`config.mk`:
```
export PLATFORM = sky130hd
export DESIGN_NAME = humidity_temp_frame_decoder_top
export DESIGN_NICKNAME = d
export VERILOG_FILES = /design/src/hdl/htfd_pkg.sv /design/src/hdl/htfd_frame.sv /design/src/hdl/htfd_mul.sv /design/src/hdl/htfd_conv.sv /design/src/hdl/humidity_temp_frame_decoder_top.sv
export SDC_FILE = /design/constraint.sdc
export NUM_CORES = 1
export LEC_CHECK = 0
export ABC_AREA = 1
export BUFFER_PORTS_ARGS = -buffer_cell sky130_fd_sc_hd__clkbuf_2
export CAP_MARGIN = 5
export CORE_MARGIN = 2
export CORE_UTILIZATION = 59
export CTS_CLUSTER_DIAMETER = 150
export CTS_CLUSTER_SIZE = 12
export DETAILED_ROUTE_END_ITERATION = 10
export GPL_TIMING_DRIVEN = 0
export PLACE_DENSITY = 0.82
export SLEW_MARGIN = 20
export SYNTH_ARGS = -nofsm -noshare
export SYNTH_HDL_FRONTEND = slang
export SYNTH_SLANG_ARGS = --single-unit
```
`constraint.sdc`:
```
create_clock -name clk -period 6.02 [get_ports clk]
set_input_delay 0.602 -clock clk [delete_from_list [all_inputs] [get_ports clk]]
set_output_delay 0.602 -clock clk [all_outputs]
set_load 0.01 [all_outputs]
```
`src/hdl/htfd_pkg.sv`:
```
`default_nettype none
package htfd_pkg;

	localparam logic [7:0] CRC_INIT = 8'hFF;
	localparam logic [7:0] CRC_POLY = 8'h31;

	localparam logic [14:0] TEMP_SPAN = 15'd17500;
	localparam logic [13:0] HUM_SPAN = 14'd10000;
	localparam logic [15:0] ROUND_HALF = 16'd32767;
	localparam logic signed [15:0] TEMP_OFFSET = 16'sd4500;

	localparam logic STATUS_OK = 1'b0;
	localparam logic STATUS_CRC_ERR = 1'b1;

	// position of the next expected byte in the frame
	typedef enum logic [2:0] {
		POS_T_HI  = 3'd0,
		POS_T_LO  = 3'd1,
		POS_T_CRC = 3'd2,
		POS_H_HI  = 3'd3,
		POS_H_LO  = 3'd4,
		POS_H_CRC = 3'd5
	} pos_t;

	typedef struct packed {
		logic [7:0] data_byte;
		logic       frame_start;
	} in_beat_t;

	typedef struct packed {
		logic signed [14:0] temperature_x100;
		logic [13:0]        rh_x100;
		logic               status;
	} out_beat_t;

	typedef struct packed {
		logic [15:0] raw_temperature;
		logic [15:0] raw_humidity;
		logic        crc_ok;
	} frame_word_t;

	typedef struct packed {
		logic [30:0] temp_prod;
		logic [29:0] hum_prod;
		logic        crc_ok;
	} product_t;

	function automatic logic [7:0] crc8_update(logic [7:0] crc, logic [7:0] b);
		logic [7:0] c;
		c = crc ^ b;
		for (int i = 0; i < 8; i++) begin
			c = c[7] ? ((c << 1) ^ CRC_POLY) : (c << 1);
		end
		return c;
	endfunction

endpackage
`default_nettype wire

```
`src/hdl/htfd_frame.sv`:
```
`default_nettype none
module htfd_frame (
	input  wire logic                  clk,
	input  wire logic                  arst_n,
	input  wire logic                  rx_valid,
	output logic                       rx_ready,
	input  wire htfd_pkg::in_beat_t    rx_beat,
	output logic                       word_valid,
	input  wire logic                  word_ready,
	output htfd_pkg::frame_word_t      word
);

	htfd_pkg::pos_t pos_q, pos_eff, pos_d;
	logic [7:0]  crc_q, crc_d, crc_base, crc_upd;
	logic [15:0] raw_t_q, raw_t_d;
	logic [15:0] raw_h_q, raw_h_d;
	logic        first_ok_q, first_ok_d;
	logic        frame_done;
	logic        rx_fire;
	logic        word_valid_s1;
	htfd_pkg::frame_word_t word_s1;

	assign rx_ready = !word_valid_s1 || word_ready;
	assign rx_fire = rx_valid && rx_ready;

	// a start flag or an out-of-range position restarts the frame
	always_comb begin
		if (rx_beat.frame_start || (pos_q > htfd_pkg::POS_H_CRC)) begin
			pos_eff = htfd_pkg::POS_T_HI;
		end else begin
			pos_eff = pos_q;
		end
	end

	// next position
	always_comb begin
		case (pos_eff)
			htfd_pkg::POS_T_HI:  pos_d = htfd_pkg::POS_T_LO;
			htfd_pkg::POS_T_LO:  pos_d = htfd_pkg::POS_T_CRC;
			htfd_pkg::POS_T_CRC: pos_d = htfd_pkg::POS_H_HI;
			htfd_pkg::POS_H_HI:  pos_d = htfd_pkg::POS_H_LO;
			htfd_pkg::POS_H_LO:  pos_d = htfd_pkg::POS_H_CRC;
			default:             pos_d = htfd_pkg::POS_T_HI;
		endcase
	end

	// crc and word assembly
	always_comb begin
		crc_base = (pos_eff inside {htfd_pkg::POS_T_HI, htfd_pkg::POS_H_HI}) ?
			htfd_pkg::CRC_INIT : crc_q;
		crc_upd = htfd_pkg::crc8_update(crc_base, rx_beat.data_byte);
		crc_d = crc_q;
		raw_t_d = raw_t_q;
		raw_h_d = raw_h_q;
		first_ok_d = first_ok_q;
		frame_done = 1'b0;
		case (pos_eff)
			htfd_pkg::POS_T_HI: begin
				raw_t_d = {rx_beat.data_byte, 8'h00};
				crc_d = crc_upd;
			end
			htfd_pkg::POS_T_LO: begin
				raw_t_d = {raw_t_q[15:8], rx_beat.data_byte};
				crc_d = crc_upd;
			end
			htfd_pkg::POS_T_CRC: begin
				first_ok_d = (crc_q == rx_beat.data_byte);
				crc_d = htfd_pkg::CRC_INIT;
			end
			htfd_pkg::POS_H_HI: begin
				raw_h_d = {rx_beat.data_byte, 8'h00};
				crc_d = crc_upd;
			end
			htfd_pkg::POS_H_LO: begin
				raw_h_d = {raw_h_q[15:8], rx_beat.data_byte};
				crc_d = crc_upd;
			end
			default: begin
				crc_d = htfd_pkg::CRC_INIT;
				frame_done = 1'b1;
			end
		endcase
	end

	always_ff @(posedge clk or negedge arst_n) begin
		if (!arst_n) begin
			pos_q <= htfd_pkg::POS_T_HI;
			crc_q <= htfd_pkg::CRC_INIT;
			raw_t_q <= '0;
			raw_h_q <= '0;
			first_ok_q <= 1'b0;
		end else if (rx_fire) begin
			pos_q <= pos_d;
			crc_q <= crc_d;
			raw_t_q <= raw_t_d;
			raw_h_q <= raw_h_d;
			first_ok_q <= first_ok_d;
		end
	end

	always_ff @(posedge clk or negedge arst_n) begin
		if (!arst_n) begin
			word_valid_s1 <= 1'b0;
		end else if (rx_fire && frame_done) begin
			word_valid_s1 <= 1'b1;
		end else if (word_ready) begin
			word_valid_s1 <= 1'b0;
		end
	end

	always_ff @(posedge clk) begin
		if (rx_fire && frame_done) begin
			word_s1.raw_temperature <= raw_t_q;
			word_s1.raw_humidity <= raw_h_q;
			word_s1.crc_ok <= first_ok_q && (crc_q == rx_beat.data_byte);
		end
	end

	assign word_valid = word_valid_s1;
	assign word = word_s1;

endmodule
`default_nettype wire

```
`src/hdl/htfd_mul.sv`:
```
`default_nettype none
module htfd_mul (
	input  wire logic                  clk,
	input  wire logic                  arst_n,
	input  wire logic                  word_valid,
	output logic                       word_ready,
	input  wire htfd_pkg::frame_word_t word,
	output logic                       prod_valid,
	input  wire logic                  prod_ready,
	output htfd_pkg::product_t         prod
);

	logic               prod_valid_s2;
	htfd_pkg::product_t prod_s2;
	logic               word_fire;

	assign word_ready = !prod_valid_s2 || prod_ready;
	assign word_fire = word_valid && word_ready;

	always_ff @(posedge clk or negedge arst_n) begin
		if (!arst_n) begin
			prod_valid_s2 <= 1'b0;
		end else if (word_ready) begin
			prod_valid_s2 <= word_valid;
		end
	end

	always_ff @(posedge clk) begin
		if (word_fire) begin
			prod_s2.temp_prod <= 31'(word.raw_temperature) * 31'(htfd_pkg::TEMP_SPAN);
			prod_s2.hum_prod <= 30'(word.raw_humidity) * 30'(htfd_pkg::HUM_SPAN);
			prod_s2.crc_ok <= word.crc_ok;
		end
	end

	assign prod_valid = prod_valid_s2;
	assign prod = prod_s2;

endmodule
`default_nettype wire

```
`src/hdl/htfd_conv.sv`:
```
`default_nettype none
module htfd_conv (
	input  wire logic               clk,
	input  wire logic               arst_n,
	input  wire logic               prod_valid,
	output logic                    prod_ready,
	input  wire htfd_pkg::product_t prod,
	output logic                    res_valid,
	input  wire logic               res_ready,
	output htfd_pkg::out_beat_t     res_beat
);

	logic [31:0] t_num, h_num, t_adj, h_adj;
	logic [15:0] t_quot, h_quot;
	logic signed [15:0] t_cels;
	logic        res_valid_s3;
	htfd_pkg::out_beat_t res_s3, res_d;
	logic        prod_fire;

	assign prod_ready = !res_valid_s3 || res_ready;
	assign prod_fire = prod_valid && prod_ready;

	// floor(n / 65535) as (n + (n >> 16) + 1) >> 16, exact for these ranges
	always_comb begin
		t_num = 32'(prod.temp_prod) + 32'(htfd_pkg::ROUND_HALF);
		h_num = 32'(prod.hum_prod) + 32'(htfd_pkg::ROUND_HALF);
		t_adj = t_num + (t_num >> 16) + 32'd1;
		h_adj = h_num + (h_num >> 16) + 32'd1;
		t_quot = t_adj[31:16];
		h_quot = h_adj[31:16];
		t_cels = signed'({1'b0, t_quot[14:0]}) - htfd_pkg::TEMP_OFFSET;
		if (prod.crc_ok) begin
			res_d.temperature_x100 = t_cels[14:0];
			res_d.rh_x100 = h_quot[13:0];
			res_d.status = htfd_pkg::STATUS_OK;
		end else begin
			res_d.temperature_x100 = '0;
			res_d.rh_x100 = '0;
			res_d.status = htfd_pkg::STATUS_CRC_ERR;
		end
	end

	always_ff @(posedge clk or negedge arst_n) begin
		if (!arst_n) begin
			res_valid_s3 <= 1'b0;
		end else if (prod_ready) begin
			res_valid_s3 <= prod_valid;
		end
	end

	always_ff @(posedge clk) begin
		if (prod_fire) begin
			res_s3 <= res_d;
		end
	end

	assign res_valid = res_valid_s3;
	assign res_beat = res_s3;

endmodule
`default_nettype wire

```
`src/hdl/humidity_temp_frame_decoder_top.sv`:
```
// one beat accepted per cycle unless stalled; six beats make a frame and one result
// the sixth beat's result moves through the frame, multiply and divide registers
// the byte tracker sets throughput: one beat a cycle unless stalled, one result per six beats
// ready falls only when the result register and the stages behind it are all full
// asynchronous reset clears byte position, sets crc to 0xff and empties all stages
`default_nettype none
module humidity_temp_frame_decoder_top (
	input  wire logic                clk,
	input  wire logic                arst_n,
	input  wire logic                rx_valid,
	output logic                     rx_ready,
	input  wire htfd_pkg::in_beat_t  rx_beat,
	output logic                     res_valid,
	input  wire logic                res_ready,
	output htfd_pkg::out_beat_t      res_beat
);

	logic                  word_valid, word_ready;
	htfd_pkg::frame_word_t word;
	logic                  prod_valid, prod_ready;
	htfd_pkg::product_t    prod;

	htfd_frame u_frame (
		.clk        (clk),
		.arst_n     (arst_n),
		.rx_valid   (rx_valid),
		.rx_ready   (rx_ready),
		.rx_beat    (rx_beat),
		.word_valid (word_valid),
		.word_ready (word_ready),
		.word       (word)
	);

	htfd_mul u_mul (
		.clk        (clk),
		.arst_n     (arst_n),
		.word_valid (word_valid),
		.word_ready (word_ready),
		.word       (word),
		.prod_valid (prod_valid),
		.prod_ready (prod_ready),
		.prod       (prod)
	);

	htfd_conv u_conv (
		.clk        (clk),
		.arst_n     (arst_n),
		.prod_valid (prod_valid),
		.prod_ready (prod_ready),
		.prod       (prod),
		.res_valid  (res_valid),
		.res_ready  (res_ready),
		.res_beat   (res_beat)
	);

`ifndef NO_ASSERTIONS
	// a decoded frame only shows up right after a byte beat was taken
	a_word_needs_beat: assert property (@(posedge clk) disable iff (!arst_n)
		$rose(word_valid) |-> $past(rx_valid && rx_ready))
		else $error("frame word without accepted byte");

	// checksum failures carry zero measurements
	a_err_zero: assert property (@(posedge clk) disable iff (!arst_n)
		(res_valid && res_beat.status == htfd_pkg::STATUS_CRC_ERR) |->
		(res_beat.temperature_x100 == 15'sd0 && res_beat.rh_x100 == 14'd0))
		else $error("crc error result with nonzero fields");

	// good results stay within the sensor scale
	a_ok_range: assert property (@(posedge clk) disable iff (!arst_n)
		(res_valid && res_beat.status == htfd_pkg::STATUS_OK) |->
		(res_beat.rh_x100 <= 14'd10000 && res_beat.temperature_x100 >= -15'sd4500
		&& res_beat.temperature_x100 <= 15'sd13000))
		else $error("measurement out of range");
`endif

endmodule
`default_nettype wire

```
==> results.md, run 1 <==
* Final Max Tran Viols at 0
* Minimum clock period at 5.506 ns
* Leak at a little under 9 nW
* Finished Layout Cells at 2251
* Gpl congestion at 0.9603
* Status: completed
* Worst-path clk slew at 0.07 ns
* Die H at 166.3 um
* Gate Count Post-Synth at 1835
* Final wirelength at 33050 um
* Maximum clock frequency at 181.6 MHz
* Slew of the pin with the lowest slew margin at 0.5270 ns
* Crit-path max FO at 6
* Largest net degree at the start of global routing at 34
* Hold buffers post-CTS at 0
* Layout Nets at 2188
* Period Utilization, post-route at 0.9146
* Synth top area share at 0.2298
* Filler cells at slightly above 2000
* Maximum root-to-sink buffer count at 2
* Sequential share of the synthesized area at 0.3061
* Clk sinks at 166
* Synth area leaders: edfxtp_1, ha_1, fa_1
* Die area at 27670 sq um
* Dpl cell area at 16340 sq um
* Reg-to-Reg Start: u_frame.word[25]$_DFFE_PP_
* Post-DRT Antenna Nets at 0
* GRT Overall Usage at 0.2468
* Crit end category: flop
* ANT cells at 0
* Setup TNS at 0 ns
* Initial core utilization at 0.5984
* Clk root buf: clkbuf_16
* RSZ-0062 raised after global routing: no
* Worst Hold Class: in2async
* Routed wire length per instance at around 15 um
* Worst setup path end: u_mul.prod[61]$_DFFE_PP_
* DP Worst Slack at 0.5681 ns
* Placed insts at roughly 2200
* Crit Path Class: reg2reg
* HPWL Detailed at 26910 um
* Worst-case reg-to-reg path depth at 22
* VDD IR max at between 200 and 250 uV
* Max-cap violations at 0
* Startpoint Class: flop
* Cell taking the most area after synthesis: edfxtp_1
* 1st-iter DRT viols at 795
* Via-to-Cell Ratio at 5.296
* Post-CTS Setup Inserts at 0
* Area of the mapped netlist at 15550 sq um
* Ys flop type: edfxtp_1
* CP arrival at 5.68 ns
* Maximum level of the CTS H-tree at 4
* Number of library cell types mapped by synthesis at 54
* Drt pass-1 iters at 5
* Syn Nets at 2120
* Vias at 11920
* #FFs+latches synth at between 150 and 200
* Initial antenna violation count at 0
* Row count at 59
* Gr ovfl total at 0
* Critical R2R Capture: u_mul.prod[61]$_DFFE_PP_
* Post-synth ARST share at 0.2831
* CTS tree: done
* Top-count cell post-synth: inv_1
* Power per cell area at 184.6 nW/um^2
* Top cells by count, synth: inv_1, nand2_1, ha_1
* Critical Path Start: u_frame.word[25]$_DFFE_PP_
* First-pass GRT wire length at 55710 um
* Post-CTS sizing at 0
* Critical Path RT at between 6 and 7 ns
* Clk_lat worst skew at 0.44 ns
* Setup ws final at 0.5144 ns
* Final setup fails at 0
* Finished Core Util at 0.6529
* Core Box Area at 25980 sq um
* Synth Warn # at 0
* Slew headroom at 0.6487
* Final Hold Vio Count at 0
* EDFF count, synth at 119
* Synthesis-to-layout area growth at 9.117%
* Die X at 166.3 um
* CTS Buf Count at 17
* FF-to-FF setup slack at 0.51 ns
* Skew final at around 0.015 ns
* Mean Syn Cell Area at 8.473 sq um
* IO buf count at 44
* Cell area after layout at 16970 sq um
* Vias in the first global route at 11980
* Layout cells sized above 1 at 0.1065
* Num ports at 45
* Residual DRC at 0
## stage by stage
step / total power (W) / hold slack (ns)
after floorplan: 0.001862 / 0.3064
after global routing: 0.003282 / 0.07761
after detailed placement: 0.001996 / 0.4263
after CTS: 0.003144 / 0.06882
final: 0.003132 / 0.06711
after global placement: 0.001965 / 0.4229
## layout make-up
type | instances | area, sq um | area share
Sequential cell | 166 | 4760 | 0.2805
Multi-Input combinational cell | 1232 | 9154 | 0.5395
Buffer | 10 | 48.80 | 0.002876
Tap cell | 335 | 419.2 | 0.02470
Timing Repair Buffer | 49 | 350.3 | 0.02065
Clock inverter | 15 | 203.9 | 0.01202
Clock buffer | 17 | 425.4 | 0.02507
Inverter | 427 | 1605 | 0.09462
## cell usage in the layout (no fill, tap or decap), types with 3 or more instances in the layout
master	n
o21ai_1	17
fa_1	80
ha_1	192
nand3_1	77
clkbuf_16	17
xnor2_1	32
o22ai_1	4
inv_1	410
dfstp_2	8
a21oi_1	88
clkbuf_1	8
dfrtp_1	39
nand3_2	12
clkinv_1	5
buf_16	4
a21oi_2	7
nand3b_1	4
inv_6	6
edfxtp_1	119
nor2_1	129
nor2_2	18
nor2_4	7
nand4_1	34
inv_2	12
xor2_1	63
o31ai_1	8
a21boi_1	3
nand2_2	27
clkbuf_2	44
nor3_2	5
nor3_1	8
o21a_1	4
a31oi_1	3
clkinv_8	4
nand3_4	3
o21ai_0	56
nand2_1	314
nand2_4	10
## sequential cells by signal, summed over array words and instances (netlist names), 3 cells and up
register         count
u_frame.word        33
u_frame.pos_q        3
u_frame.raw_t_q     16
u_frame.raw_h_q     16
u_mul.prod          56
u_frame.crc_q        8
u_conv.res_beat     30
## power breakdown
part           leakage [nW]  internal [W]  switching (W)
sequential             1.66       0.00135      0.0000579
clock                 0.306      0.000637       0.000515
combinational          6.69      0.000234       0.000336
total                  8.66       0.00222       0.000908
## worst min-delay path by stage
stage | from | to | slack, ns | cells after the start
after floorplan | arst_n | u_conv.res_valid$_DFFE_PN0P_ | 0.31 | 0
after global placement | u_frame.raw_t_q[6]$_DFFE_PN0P_ | u_frame.word[23]$_DFFE_PP_ | 0.42 | 0
after detailed placement | u_frame.raw_t_q[4]$_DFFE_PN0P_ | u_frame.word[21]$_DFFE_PP_ | 0.43 | 0
after CTS | arst_n | u_frame.raw_h_q[13]$_DFFE_PN0P_ | 0.07 | 1
after global routing | arst_n | u_frame.raw_h_q[13]$_DFFE_PN0P_ | 0.08 | 1
final | arst_n | u_frame.raw_h_q[12]$_DFFE_PN0P_ | 0.07 | 1
## critical path, cell delays in order, from the launching register on
cell and delay, ns:
edfxtp_1 0.54, ha_1 0.34, inv_1 0.05, fa_1 0.50, inv_1 0.05, ha_1 0.31, fa_1 0.48, inv_1 0.05
fa_1 0.52, inv_1 0.04, ha_1 0.30, inv_1 0.11, o21ai_0 0.08, a21oi_1 0.22, o21ai_1 0.14, a21boi_0 0.33
o21ai_1 0.17, a21oi_1 0.24, o21bai_1 0.13, a21boi_1 0.21, o21ai_0 0.17, a21oi_1 0.16, o21bai_1 0.10
## routing by layer
metal  GRT usage  routed length [um]
met5           0                   0
met4     0.09033                 893
met3     0.03432                1580
met2      0.4461               16660
met1      0.3009               13920
## logic make-up (layout without fill, tap and decap cells)
group / Yosys count / in the layout / share of synthesized area
xor+xnor: 97 / 97 / 0.05560
fa+ha+maj: 272 / 272 / 0.2575
flops: 166 / 166 / 0.3061
simple gates: 660 / 660 / 0.2022
compound gates: 203 / 203 / 0.07218
buf+inv: 437 / 518 / 0.1064
(Power assumes the default switching activity.)
==> run 2, diff against run 1 <==
- PLACE_DENSITY: 0.82 -> 0.78
==> run 2 against run 1 <==
  * Flip-flop and latch count unchanged
  * Sequential power about the same
  * Routed wire length down 3.4%
  * Utilization down 0.14 points
  * Hold slack better by 0.14 ns
  * Global-route usage down 0.49 points
  * Total power down 0.16%
  * Clock power about the same
  * Maximum frequency up 0.72%
  * Cell area down 0.22%
  * Highest routed layer unchanged
==> results.md, run 2 (synthesized netlist as in run 1, its figures left out) <==
* Synthesis-to-layout area growth at 8.876% (was 9.117%)
* Die H at 166.3 um (unchanged)
* CTS Buf Count at 17 (unchanged)
* Setup TNS at 0 ns (unchanged)
* CTS tree: done (unchanged)
* Clk sinks at 166 (unchanged)
* Worst-path clk slew at 0.08 ns (was 0.07 ns)
* Gr busiest metal: met2 (unchanged)
* Slew of the pin with the lowest slew margin at 0.6340 ns (was 0.5270 ns)
* Period Utilization, post-route at 0.9080 (was 0.9146)
* GRT Overall Usage at 0.2419 (was 0.2468)
* First-pass GRT wire length at 55270 um (was 55710 um)
* Post-CTS sizing at 0 (unchanged)
* Num ports at 45 (unchanged)
* GR Util met3 at 0.02884 (was 0.03432)
* 1st-iter DRT viols at 739 (was 795)
* Die area at 27670 sq um (unchanged)
* Initial core utilization at 0.5984 (unchanged)
* Post-DRT Antenna Nets at 0 (unchanged)
* CP arrival at 5.63 ns (was 5.68 ns)
* Slew headroom at 0.5767 (was 0.6487)
* Maximum clock frequency at 182.9 MHz (was 181.6 MHz)
* Row count at 59 (unchanged)
* Via-to-Cell Ratio at 5.245 (was 5.296)
* Vias at 11800 (was 11920)
* Layout Nets at 2186 (was 2188)
* Gr ovfl total at 0 (unchanged)
* Die X at 166.3 um (unchanged)
* Power per cell area at 184.7 nW/um^2 (was 184.6 nW/um^2)
* IO buf count at 44 (unchanged)
* Commonest non-fill, non-tap cell in the layout: inv_1 (unchanged)
* Worst Hold Class: in2async (unchanged)
* Maximum level of the CTS H-tree at 4 (unchanged)
* Minimum clock period at 5.466 ns (was 5.506 ns)
* Clk root buf: clkbuf_16 (unchanged)
* Max reg flops at 56 (unchanged)
* Final hold slack at 0.2069 ns (was 0.06711 ns)
* Crit end category: flop (unchanged)
* Gpl congestion at 0.9822 (was 0.9603)
* Critical Path RT at 6.18 ns (was 6.19 ns)
* Final Hold Vio Count at 0 (unchanged)
* Clk_lat worst skew at 0.43 ns (was 0.44 ns)
* Grt met2 use at 0.4308 (was 0.4461)
* Leak at 8.643 nW (was 8.663 nW)
* Post-CTS Setup Inserts at 0 (unchanged)
* Crit Path Class: reg2reg (unchanged)
* ANT cells at 0 (unchanged)
* Final setup fails at 0 (unchanged)
* Final wirelength at 31940 um (was 33050 um)
* Final Max Tran Viols at 0 (unchanged)
* Layout cells sized above 1 at 0.1055 (was 0.1065)
* Status: completed (unchanged)
* VDD IR max at 235.1 uV (was 226.9 uV)
* Routed wire length per instance at 14.20 um (was 14.68 um)
* Core Box Area at 25980 sq um (unchanged)
* Max-cap violations at 0 (unchanged)
* Hold buffers post-CTS at 0 (unchanged)
* Crit-path max FO at 5 (was 6)
* Drt pass-1 iters at 5 (unchanged)
* Met1 Resource Use GR at 0.3129 (was 0.3009)
* Maximum root-to-sink buffer count at 2 (unchanged)
* RSZ-0062 raised after global routing: no (unchanged)
* HPWL Detailed at 26330 um (was 26910 um)
* Vias in the first global route at 11870 (was 11980)
* Largest net degree at the start of global routing at 48 (was 34)
* Skew final at 0.02037 ns (was 0.01471 ns)
* Initial antenna violation count at 0 (unchanged)
* Startpoint Class: flop (unchanged)
* Residual DRC at 0 (unchanged)
* Most frequent cells in the layout: inv_1, nand2_1, ha_1 (unchanged)
==> run 2: changes by cell type in the layout (fill, tap and decap cells not counted), sizes merged <==
cell and change:
clkbuf +1, inv -3, clkinv +2, buf -2
==> run 2: cell type report <==
type                    count  area, sq um
multi-input cells        1232         9154
fillers                  2136         9056
flip-flops and latches    166         4760
inverters                 427         1605
clock buffers              18        429.2
well taps                 335        419.2
repair buffers             47        305.3
clock inverters            14        207.7
plain buffers              10        48.80
==> run 2: worst paths after layout <==
kind	startpoint	end	slack, ns	cells after the start
hold / removal	arst_n	u_frame.raw_h_q[13]$_DFFE_PN0P_	0.21	1
setup / recovery	u_frame.word[24]$_DFFE_PP_	u_mul.prod[61]$_DFFE_PP_	0.55	22
setup reg to reg	u_frame.word[24]$_DFFE_PP_	u_mul.prod[61]$_DFFE_PP_	0.55	22
min in group clk	rx_beat[4]	u_frame.raw_h_q[11]$_DFFE_PN0P_	0.43	3
max in group asynchronous	arst_n	u_frame.raw_h_q[8]$_DFFE_PN0P_	5.39	1
hold reg to reg	u_frame.raw_h_q[14]$_DFFE_PN0P_	u_frame.word[15]$_DFFE_PP_	0.44	0
==> run 2: per-layer routing <==
layer | up-vias | share of wire
met3 | 54 | 0.032
met2 | 254 | 0.49
li1 | 5988 | -
met5 | - | 0
met1 | 5501 | 0.46
met4 | 0 | 0.020
==> run 2: worst max-delay path, stage by stage, from the launching register on <==
cell	delay, ns
edfxtp_1	0.53
ha_1	0.34
inv_1	0.05
fa_1	0.49
inv_1	0.04
ha_1	0.31
fa_1	0.49
inv_1	0.06
fa_1	0.53
inv_1	0.04
ha_1	0.30
inv_1	0.10
o21ai_0	0.08
a21oi_1	0.21
o21ai_1	0.13
a21boi_0	0.35
o21ai_1	0.17
a21oi_1	0.24
o21bai_1	0.13
a21boi_1	0.20
o21ai_0	0.16
a21oi_1	0.15
o21bai_1	0.10
==> run 2: stage by stage <==
stage | power (W) | instances | instance area [sq um] | utilization | worst slack, ns
2_1_floorplan | 0.001862 | 1835 | 15550 | - | 1.142
3_3_place_gp | 0.001966 | 2214 | 16190 | 0.6230 | 0.6827
3_5_place_dp | 0.001990 | 2217 | 16290 | 0.6270 | 0.5402
4_1_cts | 0.003142 | 2249 | 16930 | 0.6515 | 0.5146
5_1_grt | 0.003284 | 2249 | 16930 | 0.6515 | 0.1276
6_report | 0.003127 | 2249 | 16930 | 0.6515 | 0.5539
==> run 2: report_power, final <==
part           internal (W)  leakage (nW)  switching [W]
Combinational      0.000230          6.67       0.000331
Sequential          0.00135          1.66      0.0000569
Clock              0.000640         0.307       0.000516
Total               0.00222          8.64       0.000904
==> run 3, diff against run 2 <==
- CTS_BUF_LIST: unset -> sky130_fd_sc_hd__clkbuf_16
- clock period: 6.02 -> 5.3 ns (I/O delays scaled with it)
==> run 3 against run 2 <==
  * First-iteration DRC count is 11% higher
  * Die area is the same
  * Clock power up 13%
  * Maximum frequency rose by 7.8%
  * Final cell count increased by 0.76%
  * Via count rose by 0.97%
  * Total power increased by 14%
  * Worst setup slack got worse by 0.32 ns
  * Non-clock buffer count is 17 higher
  * Cell area is 0.98% higher
==> results.md, run 3 (synthesized netlist as in run 1, its figures left out) <==
* Commonest non-fill, non-tap cell in the layout: inv_1 (unchanged)
* Core Box Area at 25980 sq um (unchanged)
* Cell Chain, Critical Path: ha_1 -> inv_1 -> fa_1 -> inv_1 -> ha_1 -> ha_1 -> inv_1 -> fa_1 -> inv_1 -> fa_1 -> nand3_1 -> nand2_1 -> a21oi_1 -> o21ai_1 -> a21boi_2 -> o21ai_2 -> a21oi_2 -> o21bai_2 -> a21boi_2 -> o21ai_1 -> a21oi_1 -> o21bai_1 (was ha_1 -> inv_1 -> fa_1 -> inv_1 -> ha_1 -> fa_1 -> inv_1 -> fa_1 -> inv_1 -> ha_1 -> inv_1 -> o21ai_0 -> a21oi_1 -> o21ai_1 -> a21boi_0 -> o21ai_1 -> a21oi_1 -> o21bai_1 -> a21boi_1 -> o21ai_0 -> a21oi_1 -> o21bai_1)
* Via-to-Cell Ratio at 5.256 (was 5.245)
* 1st-iter DRT viols at 823 (was 739)
* Slew of the pin with the lowest slew margin at 0.6370 ns (was 0.6340 ns)
* Gpl congestion at 0.9822 (unchanged)
* First-pass GRT wire length at 55550 um (was 55270 um)
* Cell area after layout at 17090 sq um (was 16930 sq um)
* Die H at 166.3 um (unchanged)
* Gr ovfl total at 0 (unchanged)
* Post-DRT Antenna Nets at 0 (unchanged)
* Initial core utilization at 0.5984 (unchanged)
* Vias in the first global route at 11940 (was 11870)
* Final Hold Vio Count at 0 (unchanged)
* Clk_lat worst skew at 0.43 ns (about the same)
* Row count at 59 (unchanged)
* Maximum root-to-sink buffer count at 2 (unchanged)
* Maximum clock frequency at 197.3 MHz (was 182.9 MHz)
* Final hold slack at 0.1313 ns (was 0.2069 ns)
* HPWL Detailed at 26330 um (unchanged)
* Grt met2 use at 0.4351 (was 0.4308)
* Period Utilization, post-route at 0.9564 (was 0.9080)
* CTS Buf Count at 17 (unchanged)
* Met1 Resource Use GR at 0.3138 (was 0.3129)
* Die area at 27670 sq um (unchanged)
* GRT Overall Usage at 0.2432 (was 0.2419)
* Most frequent cells in the layout: inv_1, nand2_1, ha_1 (unchanged)
* Layout Nets at 2203 (was 2186)
* Leak at 8.740 nW (was 8.643 nW)
* Finished Core Util at 0.6578 (was 0.6515)
* IO buf count at 44 (unchanged)
* Reg-to-Reg Start: u_frame.word[20]$_DFFE_PP_ (was u_frame.word[24]$_DFFE_PP_)
* VDD IR max at 267.0 uV (was 235.1 uV)
* Slowest CP cell: fa_1 (was edfxtp_1)
* Layout cells sized above 1 at 0.1186 (was 0.1055)
* Residual DRC at 0 (unchanged)
* Worst-path clk slew at 0.08 ns (about the same)
* Total power at 0.003561 W (was 0.003127 W)
* Worst-case reg-to-reg path depth at 22 (unchanged)
* Max incr delay on CP at 0.53 ns (about the same)
* Die X at 166.3 um (unchanged)
* Power per cell area at 208.3 nW/um^2 (was 184.7 nW/um^2)
* Startpoint Class: flop (unchanged)
* Num ports at 45 (unchanged)
* Final setup fails at 0 (unchanged)
* Clk root buf: clkbuf_16 (unchanged)
* Final Max Tran Viols at 0 (unchanged)
* Max-cap violations at 0 (unchanged)
* Setup TNS at 0 ns (unchanged)
* Critical Path Start: u_frame.word[20]$_DFFE_PP_ (was u_frame.word[24]$_DFFE_PP_)
* GR Util met3 at 0.02908 (was 0.02884)
* Synthesis-to-layout area growth at 9.938% (was 8.876%)
* Crit-path most repeated cell: inv_1 (unchanged)
* Max reg flops at 56 (unchanged)
* Vias at 11910 (was 11800)
* Critical Path RT at 5.46 ns (was 6.18 ns)
* Clk sinks at 166 (unchanged)
* Crit end category: flop (unchanged)
* Hold buffers post-CTS at 0 (unchanged)
* CP arrival at 5.23 ns (was 5.63 ns)
* Largest net degree at the start of global routing at 48 (unchanged)
* Crit-path max FO at 5 (unchanged)
* Gr busiest metal: met2 (unchanged)
* Final wirelength at 32910 um (was 31940 um)
* CTS tree: done (unchanged)
* ANT cells at 0 (unchanged)
* Slew headroom at 0.5747 (was 0.5767)
* Maximum level of the CTS H-tree at 4 (unchanged)
* Initial antenna violation count at 0 (unchanged)
* Minimum clock period at 5.069 ns (was 5.466 ns)
* Crit Path Class: reg2reg (unchanged)
* Skew final at 0.01990 ns (was 0.02037 ns)
* Worst Hold Class: in2async (unchanged)
* Routed wire length per instance at 14.52 um (was 14.20 um)
* Dpl cell area at 16290 sq um (unchanged)
* Status: completed (unchanged)
* Drt pass-1 iters at 5 (unchanged)
==> run 3: changes by cell type in the layout (fill, tap and decap cells not counted), sizes merged <==
cell,before,now
inv,428,429
clkbuf,70,69
buf,5,22
==> run 3: power breakdown <==
part / internal, W / switching (W)
clock: 0.000725 / 0.000585
combinational: 0.000266 / 0.000385
sequential: 0.00154 / 0.0000645
==> run 3: final cells by class <==
type	instances	area (sq um)
Multi-Input combinational cell	1232	9191
Tap cell	335	419.2
Sequential cell	166	4760
Timing Repair Buffer	64	432.9
Inverter	427	1605
Fill cell	2084	8891
Clock inverter	15	211.5
Buffer	10	48.80
Clock buffer	17	425.4
==> run 3: worst paths after layout <==
| path | slack [ns] | end |
|---|---|---|
| worst max-delay path | 0.23 | u_mul.prod[61]$_DFFE_PP_ |
| worst min-delay path | 0.13 | u_frame.raw_h_q[13]$_DFFE_PN0P_ |
| worst max register to register | 0.23 | u_mul.prod[61]$_DFFE_PP_ |
| worst min register to register | 0.44 | u_frame.word[15]$_DFFE_PP_ |
| max in group asynchronous | 4.75 | u_frame.raw_h_q[8]$_DFFE_PN0P_ |
| min in group clk | 0.35 | u_frame.raw_h_q[11]$_DFFE_PN0P_ |
==> run 3: layer usage <==
layer	share of wire	vias to the layer above
met2	0.50	252
met1	0.45	5584
met3	0.033	53
met5	0	-
li1	-	6022
met4	0.018	0
==> run 3: through the flow <==
step	setup slack (ns)	cells
after floorplan	0.4222	1835
after global placement	-0.03734	2214
after detailed placement	-0.1798	2217
after CTS	0.002812	2253
after global routing	-0.06439	2266
final	0.2310	2266
==> run 3: critical path, delay by kind of cell (launching register included) <==
kind            cells  cell delay, ns
buf+inv             4            0.22
fa+ha+maj           6            2.40
simple gates        2            0.17
compound gates     10            1.51
flops               1            0.51
==> run 3: what timing repair did <==
action | CTS | global route
endpoints found under the setup margin | 2 | 8
resized for setup | 1 | 11
setup buffers | 4 | 13
pin swaps | 0 | 1
